File: src/design/cwig_pkg.sv
`default_nettype none

package cwig_pkg;

	// Field widths of the configuration, the request and the result.
	localparam int DIM_W    = 9;
	localparam int STRIDE_W = 3;
	localparam int PAD_W    = 2;
	localparam int IDX_W    = 17;
	localparam int TAP_W    = 4;

	// Unsaturated grid size: up to 511 - 1 + 1 + 6 = 517.
	localparam int GRID_W = 10;

	// Signed tap position: up to 511 * 7 + 2, down to -3.
	localparam int POS_W = 13;

	// Configuration register indexes.
	localparam int CFG_IDX_W = 2;

	typedef enum logic [CFG_IDX_W-1:0] {
		CFG_IN_ROWS = 2'd0,
		CFG_IN_COLS = 2'd1,
		CFG_STRIDE  = 2'd2,
		CFG_PADDING = 2'd3
	} cfg_reg_t;

endpackage

`default_nettype wire

File: src/design/cwig_grid_calc.sv
`default_nettype none

// Output grid size along one dimension, (dim - kernel + stride + 2*padding) / stride,
// floored at zero. Two register stages; the inputs are static configuration.
module cwig_grid_calc #(
	parameter int KERNEL = 3
) (
	input  wire                                clk,
	input  wire  [cwig_pkg::DIM_W-1:0]         dim,
	input  wire  [cwig_pkg::STRIDE_W-1:0]      stride_eff,
	input  wire  [cwig_pkg::PAD_W-1:0]         padding,
	output logic [cwig_pkg::GRID_W-1:0]        grid
);

	localparam int NUM_W = cwig_pkg::GRID_W + 1;
	localparam int RCP_W = 13;
	localparam int RCP_SH = 12;
	localparam int PROD_W = cwig_pkg::GRID_W + RCP_W;
	localparam logic signed [NUM_W-1:0] K_S = NUM_W'(KERNEL);

	// Reciprocal of the stride scaled by 4096, rounded up. Exact for numerators
	// below 682, which covers every reachable value.
	function automatic logic [RCP_W-1:0] recip(input logic [cwig_pkg::STRIDE_W-1:0] s);
		logic [RCP_W-1:0] m;
		case (s)
			3'd2:    m = 13'd2048;
			3'd3:    m = 13'd1366;
			3'd4:    m = 13'd1024;
			3'd5:    m = 13'd820;
			3'd6:    m = 13'd683;
			3'd7:    m = 13'd586;
			default: m = 13'd4096;
		endcase
		return m;
	endfunction

	logic signed [NUM_W-1:0]          num_d;
	logic signed [NUM_W-1:0]          num_q;
	logic [cwig_pkg::STRIDE_W-1:0]    stride_q;
	logic [PROD_W-1:0]                prod;
	logic [cwig_pkg::GRID_W-1:0]      grid_q;

	// Numerator of the grid formula.
	assign num_d = $signed({2'b00, dim}) + $signed({8'b0, stride_eff})
		+ $signed({8'b0, padding, 1'b0}) - K_S;

	always_ff @(posedge clk) begin
		num_q    <= num_d;
		stride_q <= stride_eff;
	end

	// Divide by the stride through a reciprocal multiply.
	assign prod = PROD_W'(num_q[cwig_pkg::GRID_W-1:0]) * PROD_W'(recip(stride_q));

	always_ff @(posedge clk) begin
		if (num_q <= 0) begin
			grid_q <= '0;
		end else begin
			grid_q <= prod[RCP_SH +: cwig_pkg::GRID_W];
		end
	end

	assign grid = grid_q;

endmodule

`default_nettype wire

File: src/design/conv_window_index_generator_core.sv
// Window tap index generator for a square-kernel convolution over a row-major plane.
// A request on the in channel (win_row, win_col) names one output window. For it
// the block sends KERNEL*KERNEL items on the out channel, tap row by tap row, each
// with the linear input index of the tap or -1 where the tap lies in the zero
// border, the tap number, a last_tap mark on the final tap, the output grid size
// and an outside_grid flag for windows beyond that grid.
// Both channels use valid/stall; an item moves when valid is high and stall low.
// Configuration is written on the cfg channel (cfg_ready is always high); the user
// must write it only while the block is idle, which the block does not enforce. After
// a write the grid size settles through the numerator and result registers of
// cwig_grid_calc. The first tap of a window passes the sequencer and stages 1, 2
// and 3 after its request is accepted. Unless the out channel stalls, one tap is
// issued per cycle; the tap sequencer takes the next request in the same cycle as
// the last tap of the current one. A stall on the out channel while an item is shown
// freezes the whole three-stage pipeline and the sequencer, and in_stall rises until
// the current window is fully issued. Reset returns the registers to 256 rows, 80
// columns, stride 1, padding 1 and empties the pipeline.

`default_nettype none

module conv_window_index_generator_core #(
	parameter int KERNEL  = 3,
	parameter int MAX_DIM = 256
) (
	input  wire                                    clk,
	input  wire                                    arst_n,

	input  wire                                    cfg_valid,
	output logic                                   cfg_ready,
	input  wire  [cwig_pkg::CFG_IDX_W-1:0]         cfg_index,
	input  wire  [cwig_pkg::DIM_W-1:0]             cfg_data,

	input  wire                                    in_valid,
	output logic                                   in_stall,
	input  wire  [cwig_pkg::DIM_W-1:0]             win_row,
	input  wire  [cwig_pkg::DIM_W-1:0]             win_col,

	output logic                                   out_valid,
	input  wire                                    out_stall,
	output logic signed [cwig_pkg::IDX_W-1:0]      input_index,
	output logic [cwig_pkg::TAP_W-1:0]             tap_number,
	output logic                                   last_tap,
	output logic [cwig_pkg::DIM_W-1:0]             grid_rows,
	output logic [cwig_pkg::DIM_W-1:0]             grid_cols,
	output logic                                   outside_grid
);

	localparam int KW = (KERNEL > 1) ? $clog2(KERNEL) : 1;
	localparam logic [KW-1:0] K_LAST = KW'(KERNEL - 1);
	localparam logic [12:0] MAX_V = 13'(MAX_DIM);
	localparam int DW = cwig_pkg::DIM_W;
	localparam int PW = cwig_pkg::POS_W;
	localparam int GW = cwig_pkg::GRID_W;
	localparam int PRD_W = 2 * DW;

	// Configuration registers.
	logic [DW-1:0]                   in_rows_q;
	logic [DW-1:0]                   in_cols_q;
	logic [cwig_pkg::STRIDE_W-1:0]   stride_q;
	logic [cwig_pkg::PAD_W-1:0]      padding_q;

	assign cfg_ready = 1'b1;

	always_ff @(posedge clk or negedge arst_n) begin
		if (!arst_n) begin
			in_rows_q <= 9'd256;
			in_cols_q <= 9'd80;
			stride_q  <= 3'd1;
			padding_q <= 2'd1;
		end else if (cfg_valid && cfg_ready) begin
			unique case (cwig_pkg::cfg_reg_t'(cfg_index))
				cwig_pkg::CFG_IN_ROWS: in_rows_q <= cfg_data;
				cwig_pkg::CFG_IN_COLS: in_cols_q <= cfg_data;
				cwig_pkg::CFG_STRIDE:  stride_q  <= cfg_data[cwig_pkg::STRIDE_W-1:0];
				cwig_pkg::CFG_PADDING: padding_q <= cfg_data[cwig_pkg::PAD_W-1:0];
			endcase
		end
	end

	// Effective dimensions and stride.
	logic [DW-1:0]                   rows_eff;
	logic [DW-1:0]                   cols_eff;
	logic [cwig_pkg::STRIDE_W-1:0]   s_eff;

	assign rows_eff = ({4'b0, in_rows_q} > MAX_V) ? MAX_V[DW-1:0] : in_rows_q;
	assign cols_eff = ({4'b0, in_cols_q} > MAX_V) ? MAX_V[DW-1:0] : in_cols_q;
	assign s_eff    = (stride_q == '0) ? 3'd1 : stride_q;

	// Grid size per dimension.
	logic [GW-1:0] grid_r;
	logic [GW-1:0] grid_c;

	cwig_grid_calc #(.KERNEL(KERNEL)) u_grid_rows (
		.clk        (clk),
		.dim        (rows_eff),
		.stride_eff (s_eff),
		.padding    (padding_q),
		.grid       (grid_r)
	);

	cwig_grid_calc #(.KERNEL(KERNEL)) u_grid_cols (
		.clk        (clk),
		.dim        (cols_eff),
		.stride_eff (s_eff),
		.padding    (padding_q),
		.grid       (grid_c)
	);

	// Pipeline control: the whole pipeline moves unless the output is stalled.
	logic valid_s1, valid_s2, valid_s3;
	logic adv;
	logic win_valid_q;
	logic [KW-1:0] kr_q, kc_q;
	logic [cwig_pkg::TAP_W-1:0] tap_q;
	logic win_last;
	logic tap_issue;
	logic in_acc;

	assign adv       = !(valid_s3 && out_stall);
	assign win_last  = (kr_q == K_LAST) && (kc_q == K_LAST);
	assign tap_issue = win_valid_q && adv;
	assign in_stall  = win_valid_q && !(adv && win_last);
	assign in_acc    = in_valid && !in_stall;

	// Window base positions, worked out when the request is taken.
	logic signed [PW-1:0] rbase_d, cbase_d;
	logic signed [PW-1:0] rbase_q, cbase_q;
	logic [DW-1:0]        wr_q, wc_q;

	assign rbase_d = $signed({1'b0, 12'(win_row) * 12'(s_eff)}) - $signed(PW'(padding_q));
	assign cbase_d = $signed({1'b0, 12'(win_col) * 12'(s_eff)}) - $signed(PW'(padding_q));

	// Tap sequencer: one tap per cycle while the pipeline advances, in tap-row then tap-column order.
	always_ff @(posedge clk or negedge arst_n) begin
		if (!arst_n) begin
			win_valid_q <= 1'b0;
			kr_q        <= '0;
			kc_q        <= '0;
			tap_q       <= '0;
		end else if (in_acc) begin
			win_valid_q <= 1'b1;
			kr_q        <= '0;
			kc_q        <= '0;
			tap_q       <= '0;
		end else if (tap_issue) begin
			if (win_last) begin
				win_valid_q <= 1'b0;
			end else if (kc_q == K_LAST) begin
				kc_q <= '0;
				kr_q <= kr_q + KW'(1);
			end else begin
				kc_q <= kc_q + KW'(1);
			end
			tap_q <= tap_q + cwig_pkg::TAP_W'(1);
		end
	end

	always_ff @(posedge clk) begin
		if (in_acc) begin
			rbase_q <= rbase_d;
			cbase_q <= cbase_d;
			wr_q    <= win_row;
			wc_q    <= win_col;
		end
	end

	// Valid bits of the three stages.
	always_ff @(posedge clk or negedge arst_n) begin
		if (!arst_n) begin
			valid_s1 <= 1'b0;
			valid_s2 <= 1'b0;
			valid_s3 <= 1'b0;
		end else if (adv) begin
			valid_s1 <= win_valid_q;
			valid_s2 <= valid_s1;
			valid_s3 <= valid_s2;
		end
	end

	// Stage 1: tap position.
	logic signed [PW-1:0]       r_s1, c_s1;
	logic [cwig_pkg::TAP_W-1:0] tap_s1;
	logic                       last_s1;
	logic [DW-1:0]              wr_s1, wc_s1;

	always_ff @(posedge clk) begin
		if (adv) begin
			r_s1    <= rbase_q + $signed(PW'(kr_q));
			c_s1    <= cbase_q + $signed(PW'(kc_q));
			tap_s1  <= tap_q;
			last_s1 <= win_last;
			wr_s1   <= wr_q;
			wc_s1   <= wc_q;
		end
	end

	// Stage 2: bounds check, row offset product and grid test.
	logic                       inb_d;
	logic                       inb_s2;
	logic [PRD_W-1:0]           prod_s2;
	logic [DW-1:0]              c_s2;
	logic [cwig_pkg::TAP_W-1:0] tap_s2;
	logic                       last_s2;
	logic                       outside_s2;
	logic [DW-1:0]              grid_rows_s2, grid_cols_s2;

	assign inb_d = (r_s1 >= 0) && (r_s1 < $signed(PW'(rows_eff)))
		&& (c_s1 >= 0) && (c_s1 < $signed(PW'(cols_eff)));

	always_ff @(posedge clk) begin
		if (adv) begin
			inb_s2       <= inb_d;
			prod_s2      <= PRD_W'(r_s1[DW-1:0]) * PRD_W'(cols_eff);
			c_s2         <= c_s1[DW-1:0];
			tap_s2       <= tap_s1;
			last_s2      <= last_s1;
			outside_s2   <= ({1'b0, wr_s1} >= grid_r) || ({1'b0, wc_s1} >= grid_c);
			grid_rows_s2 <= grid_r[GW-1] ? {DW{1'b1}} : grid_r[DW-1:0];
			grid_cols_s2 <= grid_c[GW-1] ? {DW{1'b1}} : grid_c[DW-1:0];
		end
	end

	// Stage 3: linear index, held in the output register.
	logic [PRD_W-1:0]                 sum_d;
	logic [cwig_pkg::IDX_W-1:0]       index_s3;
	logic [cwig_pkg::TAP_W-1:0]       tap_s3;
	logic                             last_s3;
	logic                             outside_s3;
	logic [DW-1:0]                    grid_rows_s3, grid_cols_s3;

	assign sum_d = prod_s2 + PRD_W'(c_s2);

	always_ff @(posedge clk) begin
		if (adv) begin
			index_s3     <= inb_s2 ? sum_d[cwig_pkg::IDX_W-1:0] : {cwig_pkg::IDX_W{1'b1}};
			tap_s3       <= tap_s2;
			last_s3      <= last_s2;
			outside_s3   <= outside_s2;
			grid_rows_s3 <= grid_rows_s2;
			grid_cols_s3 <= grid_cols_s2;
		end
	end

	assign out_valid    = valid_s3;
	assign input_index  = $signed(index_s3);
	assign tap_number   = tap_s3;
	assign last_tap     = last_s3;
	assign grid_rows    = grid_rows_s3;
	assign grid_cols    = grid_cols_s3;
	assign outside_grid = outside_s3;

endmodule

`default_nettype wire

File: config.mk
export PLATFORM = sky130hd
export DESIGN_NAME = conv_window_index_generator_core
export DESIGN_NICKNAME = d
export VERILOG_FILES = /design/src/design/cwig_pkg.sv /design/src/design/cwig_grid_calc.sv /design/src/design/conv_window_index_generator_core.sv
export SDC_FILE = /design/constraint.sdc
export NUM_CORES = 1
export LEC_CHECK = 0
export BUFFER_PORTS_ARGS = -buffer_cell sky130_fd_sc_hd__buf_2
export CAP_MARGIN = 20
export CORE_UTILIZATION = 40
export DETAILED_ROUTE_END_ITERATION = 8
export GPL_ROUTABILITY_DRIVEN = 0
export PLACE_DENSITY = 0.58
export SYNTH_ARGS = -nofsm -noshare
export SYNTH_HDL_FRONTEND = slang
export SYNTH_SLANG_ARGS = --single-unit
File: constraint.sdc
create_clock -name clk -period 18.34 [get_ports clk]
set_input_delay 0.917 -clock clk [delete_from_list [all_inputs] [get_ports clk]]
set_output_delay 0.917 -clock clk [all_outputs]
set_load 0.01 [all_outputs]
==> results.json, run 1 <==
{
  "htree_levels": 1,
  "relSlewSlack": 0.2818,
  "synth-main-ff-cell": "edfxtp_1",
  "min_period_ns": 6.742,
  "pin_count": 78,
  "end_kind": "flip-flop",
  "nets": 2821,
  "clock-sinks": 265,
  "clkTransAtPathRegs_ns": 0.06,
  "first_iter_violations": 915,
  "root_buffer": "clkbuf_16",
  "crit_arrival_ns": 7.23,
  "chipWidth_um": 242.5,
  "setup_ws_ns": 11.60,
  "cts_hold_buf": 0,
  "via_count": 15269,
  "synth_top_area_frac": 0.2401,
  "cp_cell_sequence": "xor2_1 -> and2_1 -> nand2_1 -> fa_1 -> inv_1 -> fa_1 -> inv_1 -> fa_1 -> inv_1 -> fa_1 -> inv_1 -> fa_1 -> inv_1 -> ha_1 -> nor3_1 -> o21a_1 -> o21ai_0 -> o31a_1 -> or4b_1 -> a21oi_1 -> nor3b_2",
  "hold_violations": 0,
  "cts_buffer_depth": 3,
  "synth-async-reset-ratio": 0.1321,
  "cts-resized-gates": 0,
  "rsz0062_at_grt": "no",
  "tightest_slew_ns": 1.077,
  "start_util": 0.4072,
  "ys_seq_area_frac": 0.3171,
  "grt_first_pass_wirelength_mm": 82.59,
  "grt_max_degree": 84,
  "dp_slack_ns": 11.59,
  "path_max_fanout": 29,
  "drive_gt1_frac": 0.08286,
  "syn2layout_area_growth_pct": 9.403,
  "clock_skew_ns": 0.04392,
  "die_h_um": 242.5,
  "postLayoutCoreUtil": 0.4455,
  "vias_per_cell": 4.987,
  "grt_overflow": 0,
  "first_global_vias": 15618,
  "synth_edf_count": 185,
  "ys_types": 65,
  "hold_class": "in -> async",
  "fmax_ghz": 0.1483,
  "antenna_found_initial": 2,
  "max_cap_viol_count": 0,
  "crit_required_ns": 18.83,
  "final_common_cell": "inv_1",
  "synthTopCellsByArea": "edfxtp_1, fa_1, ha_1",
  "wl_per_cell_um": 16.40,
  "yosysWarnings": 0,
  "grt_use_total": 0.1749,
  "slew_viol_final": 0,
  "synth_area_um2": 23140,
  "synthCells": 2235,
  "fp.dieArea_um2": 58820,
  "cts_setup_buffers": 0,
  "layout_common_cells": "inv_1, ha_1, nand2_1, fa_1, edfxtp_1",
  "setup_violations": 0,
  "hpwl_mm": 40.34,
  "yosysTopAreaCell": "edfxtp_1",
  "io_buffers": 76,
  "status": "completed",
  "ant_nets": 0,
  "tritoncts": "yes",
  "cpMaxStageDelayCell": "dfxtp_1",
  "slowest_delay_ns": 0.82,
  "fin_crit_sh": 0.3676,
  "drt_wl_total_mm": 50.22,
  "num_rows": 87,
  "path_class": "reg -> reg",
  "drc": 0,
  "setup_tns_ns": 0,
  "start_kind": "flip-flop",
  "synth_area_per_cell_um2": 10.35,
  "numCtsBuffers": 31,
  "dr.pass1.iters": 5,
  "synth-seq-cells": 265,
  "core_um2": 56820,
  "insertion_delay_ns": 0.61
}
area by class of cell:
class                           count  area (µm²)
Antenna cell                        1       2.502
Clock buffer                       41       887.1
Clock inverter                     17       162.7
Fill cell                        5427       31510
Inverter                          400        1501
Multi-Input combinational cell   1497       14030
Sequential cell                   265        7338
Tap cell                          756       945.9
Timing Repair Buffer               85       447.9
registers in the layout (all words and copies together) (netlist names), 11 cells and up:
name / flops
input_index: 17
cbase_q: 13
c_s1: 13
rbase_q: 13
prod_s2: 17
u_grid_rows.num_q: 11
r_s1: 13
u_grid_cols.num_q: 11
cells in the mapped netlist, drive strengths merged, types with 8 or more instances:
library cell / instances
nand2b: 19
nor3b: 11
a21o: 28
nor2b: 30
a21oi: 71
xor2: 39
and2: 101
ha: 265
o21ai: 51
nand4: 8
fa: 242
and3: 48
nand2: 249
o21a: 16
nor2: 56
mux2: 25
clkbuf: 67
edfxtp: 185
inv: 399
buf: 8
xnor2: 80
o21bai: 13
nor3: 24
nand3: 24
dfxtp: 45
or2: 21
dfrtp: 30
final timing paths:
path	start	to	slack [ns]	cells after the start
min in group clk	tap_s1[3]$_DFFE_PN_	tap_s2[3]$_DFFE_PN_	0.42	0
hold / removal	arst_n	win_valid_q$_DFFE_PN0P_	0.39	1
setup / recovery	u_grid_cols.stride_q[1]$_DFF_P_	u_grid_cols.grid[9]$_SDFF_PP0_	11.60	21
setup reg to reg	u_grid_cols.stride_q[1]$_DFF_P_	u_grid_cols.grid[9]$_SDFF_PP0_	11.60	21
max in group asynchronous	arst_n	stride_q[1]$_DFFE_PN0P_	17.35	1
hold reg to reg	tap_s1[3]$_DFFE_PN_	tap_s2[3]$_DFFE_PN_	0.42	0
per-layer routing:
metal,GRT usage,share of wire,vias up
li1,-,-,7338
met1,0.2394,0.46,7496
met2,0.2859,0.46,353
met3,0.02415,0.048,80
met4,0.05585,0.030,2
met5,0,0.00022,-
cells by family (layout without fill, tap and decap cells):
logic type | after synthesis | after routing | share of synthesized area
xor gates and xnor gates | 119 | 119 | 0.04504
and+or+nand+nor | 612 | 612 | 0.1318
buffers and inverters | 475 | 543 | 0.07727
AOI/OAI and AO/OA | 229 | 229 | 0.06289
DFF | 265 | 265 | 0.3171
muxes | 27 | 27 | 0.01303
adders and majority gates | 507 | 507 | 0.3527
other | 1 | 4 | 0.0001621
critical path, delay by kind of cell, from the launching register on:
family	cells	cell delay [ns]
compound gates	4	0.61
buf+inv	5	0.25
xor+xnor	1	0.65
flops	1	0.82
simple gates	5	1.39
fa+ha+maj	6	2.90
per-stage QoR:
step | cell area, µm² | hold WS, ns | instances
floorplan | 23150 | 0.4003 | 2237
global placement | 24260 | 0.4036 | 3003
detailed placement | 24260 | 0.4051 | 3003
CTS | 25310 | 0.4100 | 3061
global route | 25310 | 0.4233 | 3061
finish | 25320 | 0.3944 | 3062
Power of run 1 is left out: the tool's default activity adds up to more than one toggle a clock period on the data nets, which glitch-free logic cannot reach.
==> inputs of run 2 (changes only) <==
- PLACE_DENSITY: 0.58 -> 0.61
- clock period: 18.34 -> 6 ns (I/O delays scaled with it)
==> run 2 against run 1 <==
Net effect: non-clock buffer count rose by 53; wire length rose by 3.4%; design area rose by 2.3%; die area did not move; hold slack got worse by 0.37 ns; sequential share of layout area fell by 0.65 points; critical path depth fell by 3; global-route usage rose by 0.72 points; fmax rose by 18%; clock-buffer cell count rose by 5; utilization rose by 1.0 points.
==> results.json, run 2 (synthesized netlist as in run 1, its figures left out) <==
{
  "wl_per_cell_um": 16.64,
  "grt_overflow": 0,
  "syn2layout_area_growth_pct": 11.95,
  "tritoncts": "yes",
  "crit_required_ns": 6.43,
  "start_util": 0.4072,
  "critPathBufInv": 3,
  "final_common_cell": "inv_1",
  "grt_max_degree": 67,
  "vias_per_cell": 5.013,
  "multi_input_area_um2": 14040,
  "fin_crit_sh": 0.9547,
  "pin_count": 78,
  "slowest_delay_ns": 0.54,
  "insertion_delay_ns": 0.57,
  "tightest_slew_ns": 0.8740,
  "dr.pass1.iters": 6,
  "die_h_um": 242.5,
  "chipWidth_um": 242.5,
  "setup_violations": 0,
  "cpMaxStageDelayCell": "fa_1",
  "grtUsageMet1": 0.2369,
  "htree_levels": 2,
  "end_kind": "flip-flop",
  "drc": 0,
  "root_buffer": "clkbuf_16",
  "path_max_fanout": 20,
  "fp.dieArea_um2": 58820,
  "layout_common_cells": "inv_1, ha_1, nand2_1, fa_1, edfxtp_1",
  "crit_top_cell": "fa_1",
  "first_iter_violations": 949,
  "core_um2": 56820,
  "drive_gt1_frac": 0.09738,
  "gr-usage-met3": 0.03711,
  "clock-sinks": 265,
  "cts_buffer_depth": 3,
  "drt_wl_total_mm": 51.90,
  "io_buffers": 76,
  "nets": 2877,
  "cp_cell_sequence": "buf_4 -> nor2_1 -> nor2b_1 -> buf_4 -> nand2_1 -> fa_1 -> inv_1 -> fa_1 -> fa_1 -> fa_1 -> fa_1 -> ha_1 -> a21oi_1 -> o211ai_1 -> o31a_1 -> or4b_1 -> a21oi_1 -> nor3b_2",
  "antenna_found_initial": 3,
  "hold_class": "in -> reg",
  "hold_violations": 0,
  "min_period_ns": 5.728,
  "grt_use_total": 0.1822,
  "via_count": 15635,
  "finalHoldWorstSlack_ns": 0.02827,
  "slew_viol_final": 0,
  "seq_area_um2": 7340,
  "crit_arrival_ns": 6.16,
  "clkTransAtPathRegs_ns": 0.06,
  "max_cap_viol_count": 0,
  "start_kind": "flip-flop",
  "status": "completed",
  "grt_first_pass_wirelength_mm": 85.53,
  "first_global_vias": 16464,
  "grt.busiest_layer": "met2",
  "setup_tns_ns": 0,
  "relSlewSlack": 0.4161,
  "clock_skew_ns": 0.03318,
  "fmax_ghz": 0.1746,
  "critPathTopFamily": "adder cells",
  "path_class": "reg -> reg",
  "fillers": 5330,
  "ant_nets": 0,
  "grt_use_met2": 0.3009,
  "numCtsBuffers": 34,
  "rsz0062_at_grt": "no",
  "hpwl_mm": 41.44,
  "num_rows": 87
}
==> run 2: changes by cell type in the layout (fill, tap and decap cells not counted), moves of 2 or more <==
cell and delta:
inv_4 -2, dlygate4sd3_1 +22, buf_4 +29, clkinv_1 -2, and2_4 +2, clkbuf_16 +3, clkinv_4 +2, clkbuf_1 +2
and2_1 -2
==> run 2: repair_timing <==
item | 4_1_cts | 5_1_grt
hold buffers | 22 | 0
hold endpoints to repair | 52 | 0
resized for setup | 0 | 9
setup endpoints to repair | 0 | 12
setup buffers | 0 | 0
==> run 2: stage by stage <==
step | utilization | instances | cell area [µm²] | setup slack (ns)
final | 0.4559 | 3119 | 25900 | 0.2718
after global routing | 0.4559 | 3119 | 25900 | 0.01075
after CTS | 0.4555 | 3118 | 25880 | 0.05813
after detailed placement | 0.4313 | 3034 | 24510 | 0.08374
after global placement | 0.4313 | 3034 | 24510 | 0.2252
after floorplan | - | 2237 | 23150 | 0.01677
==> run 2: worst paths after layout <==
| kind | depth (start not counted) | from | slack (ns) | endpoint |
|---|---|---|---|---|
| hold reg to reg | 0 | grid_cols_s2[3]$_SDFFCE_PP1N_ | 0.42 | grid_cols[3]$_DFFE_PN_ |
| max in group asynchronous | 2 | arst_n | 5.01 | in_cols_q[5]$_DFFE_PN0P_ |
| min in group asynchronous | 2 | arst_n | 0.39 | win_valid_q$_DFFE_PN0P_ |
| setup reg to reg | 18 | u_grid_cols.stride_q[1]$_DFF_P_ | 0.27 | u_grid_cols.grid[9]$_SDFF_PP0_ |
| setup / recovery | 18 | u_grid_cols.stride_q[1]$_DFF_P_ | 0.27 | u_grid_cols.grid[9]$_SDFF_PP0_ |
| hold / removal | 2 | cfg_data[2] | 0.03 | in_cols_q[2]$_DFFE_PN0P_ |
==> run 2: worst reg2reg max path, stage by stage, from the launching register on <==
cell,delay [ns]
dfxtp_2,0.38
buf_4,0.20
nor2_1,0.08
nor2b_1,0.11
buf_4,0.29
nand2_1,0.14
fa_1,0.54
inv_1,0.05
fa_1,0.52
fa_1,0.44
fa_1,0.51
fa_1,0.49
ha_1,0.39
a21oi_1,0.24
o211ai_1,0.12
o31a_1,0.31
or4b_1,0.51
a21oi_1,0.22
nor3b_2,0.07
==> run 2: layer usage <==
| layer | up-vias | wire [µm] |
|---|---|---|
| met4 | 2 | 1612 |
| met5 | - | 13 |
| met3 | 87 | 3115 |
| li1 | 7428 | - |
| met1 | 7743 | 22640 |
| met2 | 375 | 24520 |
==> run 2: layout make-up <==
| cell class | count | area share |
|---|---|---|
| Multi-Input combinational cell | 1497 | 0.5421 |
| Sequential cell | 265 | 0.2833 |
| Clock buffer | 46 | 0.03743 |
| Inverter | 400 | 0.05796 |
| Clock inverter | 16 | 0.007197 |
| Tap cell | 756 | 0.03651 |
| Timing Repair Buffer | 138 | 0.03540 |
| Antenna cell | 1 | 0.00009660 |
Power of run 2 is left out for the same reason.
